$ cat config.mk
export PLATFORM = sky130hd
export DESIGN_NAME = rrc_csr
export DESIGN_NICKNAME = d
export VERILOG_FILES = /design/src/hdl/rrc_pkg.sv /design/src/hdl/rrc_csr.sv
export SDC_FILE = /design/constraint.sdc
export NUM_CORES = 1
export LEC_CHECK = 0
export CORE_MARGIN = 5
export CORE_UTILIZATION = 56
export DETAILED_ROUTE_END_ITERATION = 7
export DONT_BUFFER_PORTS = 1
export PLACE_DENSITY = 0.73
export SYNTH_ARGS = -nofsm -noshare
export SYNTH_HDL_FRONTEND = slang
export SYNTH_SLANG_ARGS = --single-unit
$ cat constraint.sdc
create_clock -name clock -period 1 [get_ports clock]
set_input_delay 0.1 -clock clock [delete_from_list [all_inputs] [get_ports clock]]
set_output_delay 0.1 -clock clock [all_outputs]
set_load 0.02 [all_outputs]
$ cat src/hdl/rrc_pkg.sv
`default_nettype none
package rrc_pkg;

   localparam int MAX_ZONES_DEFAULT = 64;

   localparam logic [1:0] KIND_ADD   = 2'd0;
   localparam logic [1:0] KIND_CHECK = 2'd1;
   localparam logic [1:0] KIND_CLEAR = 2'd2;

   localparam logic [1:0] CSR_FIRST_DATA_BLOCK   = 2'd0;
   localparam logic [1:0] CSR_TOTAL_BLOCKS       = 2'd1;
   localparam logic [1:0] CSR_ZONE_CHECK_ENABLED = 2'd2;

   typedef struct packed {
      logic [31:0] first_data_block;
      logic [63:0] total_blocks;
      logic        zone_check_enabled;
   } cfg_type;

   typedef struct packed {
      logic [63:0] start;
      logic [31:0] length;
   } zone_type;

   typedef enum logic [4:0] {
      ST_IDLE,
      ST_CK_PRE,
      ST_CK_RD,
      ST_CK_EV,
      ST_AD_RD,
      ST_AD_EV,
      ST_SU_CK,
      ST_SU_RD,
      ST_SU_WR,
      ST_INS_WR,
      ST_PRED_CK,
      ST_PRED_RD,
      ST_PRED_EV,
      ST_RM_CK,
      ST_RM_RD,
      ST_RM_WR,
      ST_SUCC_CK,
      ST_SUCC_RD,
      ST_SUCC_EV,
      ST_DONE
   } state_type;

   function automatic logic [31:0] sat32(input logic [64:0] v);
      logic [31:0] r;
      r = (v[64:32] != 33'd0) ? 32'hFFFF_FFFF : v[31:0];
      return r;
   endfunction

endpackage
`default_nettype wire

$ cat src/hdl/rrc_csr.sv
`default_nettype none
module rrc_csr
   import rrc_pkg::*;
(
   input  wire logic        clock,
   input  wire logic        reset,
   input  wire logic        csr_wr_en,
   input  wire logic [1:0]  csr_index,
   input  wire logic [63:0] csr_wr_data,
   output cfg_type          cfg
);

   cfg_type cfg_ff;

   always_ff @(posedge clock) begin
      if (reset) begin
         cfg_ff.first_data_block   <= 32'd0;
         cfg_ff.total_blocks       <= 64'd0;
         cfg_ff.zone_check_enabled <= 1'b1;
      end else if (csr_wr_en) begin
         case (csr_index)
            CSR_FIRST_DATA_BLOCK:   cfg_ff.first_data_block   <= csr_wr_data[31:0];
            CSR_TOTAL_BLOCKS:       cfg_ff.total_blocks       <= csr_wr_data;
            CSR_ZONE_CHECK_ENABLED: cfg_ff.zone_check_enabled <= csr_wr_data[0];
            default: ;
         endcase
      end
   end

   assign cfg = cfg_ff;

endmodule
`default_nettype wire

After elaboration in Yosys (flattened, before gate mapping)
Index checks and enable logic that the tools add are counted.
- flip-flop bits (word level): 97
- output and inout port bits: 97
- input bits: 69
- reductions and logical operators: 4
- equal/unequal tests: 2
- operators by type and width (kind ; number):
    AND reduction 2 bit ; 3
    equality test 2 x 1 -> 1 bit, second input constant ; 1
    equality test 2 bit, second input constant ; 1
    logical NOT 2 bit ; 1

Depth between registers and ports, before layout
Gate-level depths: netlist (run 1).
- word-level depth: 2
- mapped depth: 5

Worst setup path before layout (run 1)
No wires, ideal clock.
- kind: input port to flip-flop
- start point: in csr_index[1]
- end point: reg cfg_ff (netlist bit cfg[54])
- stages on the path: 5
- slack: 56 ps
- required time: 928 ps
- buffers on the path: 3
- arrival time: 873 ps
- path through: and3b_1 -> clkbuf_2 -> buf_6 -> buf_6 -> mux2i_1
- longest elaborated chain between the ends: 2
- RTL lines (element ; RTL line ; text):
    start: declaration ; rrc_csr.sv:8 ; input wire logic [1:0] csr_index,
    equality test 2 x 1 -> 1 bit ; rrc_csr.sv:21 ; case (csr_index)
    AND reduction 2 bit (no line) ; n/a ;
    end: declaration ; rrc_csr.sv:13 ; cfg_type cfg_ff;
No other way between the ends.
A chain may end at the register's enable or synchronous reset.

Worst setup path after layout (run 1)
- start point: reg cfg_ff (netlist bit cfg[77])
- end point: out cfg[77] (netlist name)
- RTL lines (element ; RTL line ; text):
    end: declaration ; rrc_csr.sv:10 ; output cfg_type cfg
No word-level cell between the ends.

==> out/metrics.csv, run 1 <==
metric;value;unit
outcome;finished with violations;
failed_checks;hold timing;
dp_hpwl;6180;µm
seq_area;1940;µm²
cp_cell_sequence;buf_4;
hp-class;in -> reg;
yosys_warnings;0;
synth_area_leaders;dfxtp_1 47%, nand2b_1 24%, mux2i_1 24%;
critPathLaunchType;flop;
synthToLayoutAreaGrowth;39.0;%
fillers;455;
p_int;6240;µW
slowest_stage;dfxtp_1;
row_count;31;
r2r_cells;2;
die_x;95.7;µm
clock_path_buffers;2;
criticalPathCategory;reg -> out;
cp_num_buf_inv;1;
critPathRequiredTime;0.90;ns
setup_tns;0;ns
rsz0062_at_grt;false;
grt_pass1_vias;3134;
grt_usage;21.2;%
clk_latency;0.34;ns
largest_reg_flops;97;
ir_drop;0.940;mV
drt_iter0_drc;109;
grt-ovfl-total;0;
yosysTopAreaCell;dfxtp_1;
path_max_fanout;2;
antenna_found_initial;0;
period_share;95.8;%
portBuffers;0;
power_density;1400;nW/µm²
path_clk_slew;0.09;ns
cts_tree;built;
p_leak;0.00248;µW
reg2reg_to;cfg[37];
r2r-start;cfg[37];
ys_ff_latch;97;
die_h;95.7;µm
hold_depth;2;
pwr-share-comb;13.1;%
cts_sinks;97;
relSlewSlack;73.8;%
drtAntennaViolNets;0;
slew_violations;0;
swShare;22.1;%
power;8010;µW
cp_top_family;flip-flops;
cts_root_buf;clkbuf_8;
dp_cells;560;
p_clk_share;36.1;%
num_vias;3124;
place.gp.congestion;0.756;
seqPwrFrac;50.9;%
yosysTopAreaCellShare;47.2;%
wl;9980;µm
fmax;1040;MHz
fin_crit;0.958;ns
dieArea;9170;µm²
tightest_slew;0.394;ns
nNetsFinal;602;
crit_arrival;0.86;ns
hold_ws;-0.0574;ns
rrSetupSlack;0.33;ns
p_sw;1770;µW
wl_per_cell;15.7;µm
endpoint_kind;primary output;
finalSetupViolCount;0;
worstHoldStart;reset;
io_pins;166;
yosysUniqueCellTypes;13;
finalHoldViolations;49;
cts_setup_buffers;0;
synth_cells;391;
grt_max_degree;163;
utilization;79.3;%
slowest_delay;0.36;ns
htree_levels;3;
synth_nets;460;
stdcell_count;637;
grt_pass1_wl;15200;µm
cts_made_buffers;9;
maxCapViolCount;0;
syn_area_per_cell;10.5;µm²
via_per_inst;4.90;
synth_seq_area_share;47.2;%
multiInputGateArea;2030;µm²
min_to;cfg[30];
finalClockSkew;0;ns
drt_drc_violations_left;0;
syn_area;4120;µm²
coreArea;7210;µm²
drive_above_1_share;21.6;%
dr.pass1.iters;4;
start_util;57.1;%
[per-stage QoR]
step / area (µm²) / setup WS [ns]
finish: 5720 / 0.0422
global placement: 4880 / 0.0382
floorplan: 4120 / 0.0559
CTS: 5670 / 0.0377
detailed placement: 4880 / 0.0223
global route: 5720 / 0.00244
[worst register-to-register path, stage by stage (launching register included)]
cell and delay [ns]:
dfxtp_1 0.34, nand2b_1 0.08, mux2i_1 0.17
[Yosys cell counts]
cell type	n
nor3b_1	1
nand2b_1	160
buf_2	6
clkbuf_1	16
dfxtp_1	97
nor2_1	2
and3b_1	1
mux2i_1	97
buf_6	2
buf_4	5
or3b_1	1
nand3b_1	2
clkbuf_2	1
[power groups by stage]
| stage | logic [µW] | clock network [µW] | registers [µW] |
|---|---|---|---|
| final | 1050 | 2890 | 4070 |
| after global routing | 1120 | 3130 | 4090 |
| after floorplan | 453 | 0 | 4320 |
| after global placement | 826 | 0 | 4150 |
| after detailed placement | 846 | 0 | 4160 |
| after CTS | 1030 | 2950 | 4070 |
[layout make-up]
| class | count | share of cell area [%] |
|---|---|---|
| Sequential cell | 97 | 34.0 |
| Clock buffer | 12 | 2.36 |
| Timing Repair Buffer | 161 | 24.5 |
| Multi-Input combinational cell | 264 | 35.4 |
| Tap cell | 99 | 2.17 |
| Clock inverter | 3 | 1.57 |
| Antenna cell | 1 | 0.0437 |
[cell usage in the layout, fill, tap and decap left out]
| master | Yosys | layout |
|---|---|---|
| bufinv_16 | 0 | 3 |
| nor3b_2 | 0 | 1 |
| diode_2 | 0 | 1 |
| mux2i_1 | 97 | 97 |
| clkbuf_8 | 0 | 9 |
| dfxtp_2 | 0 | 2 |
| nand3b_1 | 2 | 2 |
| nand2b_1 | 160 | 160 |
| dlygate4sd3_1 | 0 | 61 |
| and3b_2 | 0 | 1 |
| nor2_1 | 2 | 2 |
| or3b_1 | 1 | 1 |
| clkbuf_1 | 16 | 3 |
| dfxtp_1 | 97 | 95 |
| buf_12 | 0 | 3 |
| buf_4 | 5 | 97 |
[routing by layer]
layer  global-route usage [%]  wire (µm)
met4                     9.00        223
met1                     23.9       3870
met5                        0          0
met3                     6.88        912
met2                     36.5       4980
[kinds of logic after synthesis]
group,synth area share [%]
flops,47.2
mux,23.6
simple gates,25.5
buf+inv,3.77
[timing repair]
action,CTS,global route
setup endpoints to repair,0,2
hold endpoints to repair,97,95
hold buffers,56,5
resized for setup,0,2
[worst max path at each step]
stage                 startpoint      end  cells after the start
floorplan           csr_index[1]  cfg[54]                      5
global placement    csr_index[1]  cfg[95]                      2
detailed placement  csr_index[1]  cfg[90]                      2
CTS                       cfg[6]   cfg[6]                      1
global route             cfg[77]  cfg[77]                      1
finish                   cfg[77]  cfg[77]                      1
Note: power is estimated with default switching activity, not from simulation.
==> inputs of run 2 (changes only) <==
--- a/config.mk
+++ b/config.mk
@@ -5,11 +5,12 @@
 export SDC_FILE = /design/constraint.sdc
 export NUM_CORES = 1
 export LEC_CHECK = 0
+export BUFFER_PORTS_ARGS = -buffer_cell sky130_fd_sc_hd__buf_2
 export CORE_MARGIN = 5
-export CORE_UTILIZATION = 56
+export CORE_UTILIZATION = 48
 export DETAILED_ROUTE_END_ITERATION = 7
-export DONT_BUFFER_PORTS = 1
-export PLACE_DENSITY = 0.73
+export PLACE_DENSITY = 0.81
+export REMOVE_ABC_BUFFERS = 1
 export SYNTH_ARGS = -nofsm -noshare
 export SYNTH_HDL_FRONTEND = slang
 export SYNTH_SLANG_ARGS = --single-unit
==> run 2 against run 1 <==
Compared with the run above: the flow now finishes without violations; sequential power about the same; global-route usage fell by 3.7 points; setup slack got worse by 0.0041 ns; clock power fell by 16%; first-iteration DRC count is 43% lower; clock skew is the same; via count increased by 1.4%; non-clock buffer count rose by 23; highest routed layer unchanged.
==> out/metrics.csv, run 2 (synthesis gave the netlist of run 1 again) <==
metric;value;unit
worstHoldStart;csr_wr_data[53];
power_density;1370;nW/µm²
path_clk_slew;0.09;ns
largest_reg_flops;97;
slew_violations;0;
start_util;49.6;%
grt-ovfl-total;0;
num_vias;3168;
hold_depth;3;
die_h;103;µm
crit_arrival;0.86;ns
drt_drc_violations_left;0;
outcome;finished, final reports clean;
grt_pass1_vias;3221;
antenna_found_initial;0;
cts_made_buffers;9;
cts_root_buf;clkbuf_8;
dieArea;10500;µm²
maxCapViolCount;0;
nNetsFinal;625;
cp_cell_sequence;buf_2;
dr.pass1.iters;4;
grt_max_degree;86;
die_x;103;µm
finalHoldViolations;0;
placed_cell_area;5040;µm²
synthToLayoutAreaGrowth;34.4;%
path_max_fanout;2;
wl;9500;µm
tightest_slew;0.239;ns
grt_usage;17.4;%
finalSetupViolCount;0;
r2r_cells;2;
grt_pass1_wl;14600;µm
layout_commonest_cell;nand2b_1;
final_cell_mix;160 x nand2b_1, 98 x buf_2, 97 x mux2i_1;
rrSetupSlack;0.32;ns
endpoint_kind;primary output;
drive_above_1_share;35.9;%
cp_top_family;flip-flops;
relSlewSlack;84.1;%
min_to;cfg[54];
dp_hpwl;6650;µm
fin_ws;0.0381;ns
cts_setup_buffers;0;
fin_crit;0.962;ns
via_per_inst;4.76;
power;7560;µW
clk_latency;0.34;ns
criticalPathCategory;reg -> out;
io_pins;166;
place.gp.congestion;0.775;
wl_per_cell;14.3;µm
critPathLaunchType;flop;
hp-class;in -> reg;
drt_iter0_drc;62;
period_share;96.2;%
reg2reg_to;cfg[25];
portBuffers;165;
cts_sinks;97;
fmax;1040;MHz
drtAntennaViolNets;0;
htree_levels;3;
finalClockSkew;0;ns
design_area;5530;µm²
slowest_delay;0.35;ns
cts_tree;built;
r2r-start;cfg[25];
clock_path_buffers;2;
row_count;33;
p_leak;0.00256;µW
cp_num_buf_inv;1;
coreArea;8300;µm²
ir_drop;0.846;mV
critPathRequiredTime;0.90;ns
dpl_worst_slack;-0.0636;ns
slowest_stage;dfxtp_1;
diodes;0;
[run 2: changes by cell type in the layout (fill, tap and decap cells not counted), moves of 2 or more]
cell,before,now
clkinvlp_4,0,2
dfxtp_1,95,85
bufinv_16,3,0
buf_2,0,98
buf_4,97,69
dlygate4sd3_1,61,12
clkbuf_8,9,12
clkbuf_1,3,0
dfxtp_2,2,12
buf_12,3,5
[run 2: worst max-delay path by stage]
stage	to	cells after the start	startpoint	slack (ns)
floorplan	cfg[65]	2	csr_index[1]	-2.20
global placement	cfg[48]	4	csr_index[1]	-0.006
detailed placement	cfg[33]	4	csr_index[1]	-0.06
CTS	cfg[92]	1	cfg[92]	0.002
global route	cfg[67]	1	cfg[67]	-0.004
finish	cfg[25]	1	cfg[25]	0.04
[run 2: repair_timing]
| action | 4_1_cts | 5_1_grt |
|---|---|---|
| hold endpoints to repair | 12 | 0 |
| hold buffers | 12 | 0 |
| setup endpoints to repair | 5 | 64 |
| resized for setup | 6 | 73 |
[run 2: cell type report]
type / count / area (µm²)
clock buffer: 12 / 165
multi-input combinational: 264 / 2030
clock inverter: 3 / 23.8
sequential: 97 / 1960
fill: 674 / 2770
timing repair buffer: 184 / 1230
tap: 105 / 131
[run 2: where the power goes]
group          leakage, µW  internal (µW)  switching, µW
combinational      0.00168            544            525
sequential        0.000794           4000           74.9
clock            0.0000911           1110           1310
total              0.00256           5650           1910
[run 2: per-layer routing]
| metal | track usage (%) | vias up | wire [µm] |
|---|---|---|---|
| met5 | 0 | - | 0 |
| met4 | 6.46 | 0 | 158 |
| met3 | 8.05 | 14 | 1180 |
| met2 | 28.6 | 123 | 4300 |
| met1 | 19.9 | 1430 | 3870 |
| li1 | - | 1601 | - |
[run 2: metrics by stage]
stage                     cells  setup TNS, ns  util, %  hold slack (ns)
after CTS                   665              0     64.6          0.00155
final                       665              0     66.7           0.0215
after floorplan             361        -100.37        -            0.255
after global routing        665       -0.00663     66.7          0.00142
after global placement      638        -0.0538     60.7            0.362
after detailed placement    638          -1.22     60.7            0.372
==> inputs of run 3 (changes only) <==
==> constraint.sdc (replaced) <==
create_clock -name clock -period 1 [get_ports clock]
set_input_delay 0.1 -clock clock [delete_from_list [all_inputs] [get_ports clock]]
set_output_delay 0.1 -clock clock [all_outputs]
set_load 0.005 [all_outputs]
==> run 3 against run 2 <==
Compared with the run above: final area fell by 3.3%; critical path depth is the same; die area did not move; core utilization decreased by 2.2 points; non-clock buffer count did not move; critical endpoint is now cfg[59]; largest power group unchanged.
==> out/metrics.csv, run 3 (synthesis gave the netlist of run 1 again) <==
metric;value;unit
outcome;finished, final reports clean;
grt_pass1_wl;14600;µm
dp_hpwl;6650;µm
met2WireLength;4130;µm
largest_reg_flops;97;
power_density;1370;nW/µm²
drt_drc_violations_left;0;
criticalPathCategory;reg -> out;
slowest_stage;dfxtp_1;
endpoint_kind;primary output;
tightest_slew;0.238;ns
cp_top_family;flip-flops;
critPathRequiredTime;0.90;ns
hold_ws;0.0185;ns
worstHoldStart;csr_wr_data[47];
period_share;93.2;%
dieArea;10500;µm²
cts_tree;built;
drt-met1-wl;3860;µm
die_h;103;µm
dr.pass1.iters;4;
cts_sinks;97;
path_max_fanout;2;
r2r-start;cfg[25];
htree_levels;3;
cts_made_buffers;9;
stdcell_count;665;
fin_crit;0.932;ns
highest-signal-layer;met4;
path_clk_slew;0.09;ns
antenna_found_initial;0;
utilization;64.5;%
clk_latency;0.34;ns
finalSetupViolCount;0;
slew_violations;0;
synthToLayoutAreaGrowth;30.0;%
cp_num_buf_inv;1;
ir_drop;0.826;mV
cts_root_buf;clkbuf_8;
num_vias;3153;
fmax;1070;MHz
hp-class;in -> reg;
rsz0062_at_grt;false;
fin_ws;0.0682;ns
coreArea;8300;µm²
wl_met3;1180;µm
grt_usage;17.4;%
nNetsFinal;625;
wl_per_cell;14.0;µm
grt_pass1_vias;3218;
cts_setup_buffers;0;
grt_max_degree;86;
crit_arrival;0.83;ns
p_leak;0.00256;µW
dpl_worst_slack;-0.0636;ns
critPathLaunchType;flop;
start_util;49.6;%
maxCapViolCount;0;
r2r_cells;2;
wl;9330;µm
io_pins;166;
finalClockSkew;0;ns
final_cell_mix;165 x buf_2, 160 x nand2b_1, 97 x mux2i_1;
fillers;700;
hold_depth;3;
dp_cells;638;
finalHoldViolations;0;
portBuffers;165;
cp_cell_sequence;buf_2;
row_count;33;
layout_commonest_cell;buf_2;
via_per_inst;4.74;
clock_path_buffers;2;
drive_above_1_share;34.1;%
place.gp.congestion;0.775;
drt_iter0_drc;68;
critPathLaunch;cfg[59];
slowest_delay;0.36;ns
drtAntennaViolNets;0;
diodes;0;
die_x;103;µm
cp_num_cells;1;
relSlewSlack;84.1;%
grt-ovfl-total;0;
[run 3: changes by cell type in the layout (fill, tap and decap cells not counted)]
cell | before | now
buf_2 | 98 | 165
dfxtp_2 | 12 | 2
dfxtp_1 | 85 | 95
buf_4 | 69 | 2
[run 3: path summary, 6_finish.rpt]
| check | to | slack, ns |
|---|---|---|
| min | cfg[48] | 0.02 |
| max | cfg[59] | 0.07 |
| min reg2reg | cfg[37] | 0.47 |
| max reg2reg | cfg[25] | 0.34 |
[run 3: cell type report]
| type | count | area (µm²) | area share, % |
|---|---|---|---|
| multi-input combinational | 264 | 2030 | 37.9 |
| tap | 105 | 131 | 2.45 |
| timing repair buffer | 184 | 1060 | 19.8 |
| clock inverter | 3 | 23.8 | 0.444 |
| sequential | 97 | 1940 | 36.3 |
| clock buffer | 12 | 165 | 3.09 |
[run 3: routing by layer]
layer / vias up / track usage [%]
met2: 123 / 28.6
met1: 1418 / 19.9
li1: 1598 / -
met5: - / 0
met3: 14 / 8.05
met4: 0 / 6.46
[run 3: power breakdown]
part           internal (µW)  switching [µW]  leakage (µW)  total [µW]
clock                   1110            1300     0.0000911        2410
sequential              4000            69.3      0.000789        4070
combinational            490             370       0.00168         860
total                   5590            1740       0.00256        7340
[run 3: metrics by stage]
stage / cell area, µm² / power (µW) / setup TNS (ns)
6_report: 5350 / 7340 / 0
4_1_cts: 5350 / 7430 / 0
2_1_floorplan: 3960 / 4560 / -100.37
3_3_place_gp: 5040 / 4960 / -0.0538
5_1_grt: 5350 / 7690 / 0
3_5_place_dp: 5040 / 4990 / -1.22
[run 3: what timing repair did]
item	CTS	global route
hold buffers	12	0
endpoints found under the hold margin	12	0
setup endpoints to repair	0	2
gates resized for setup	0	2
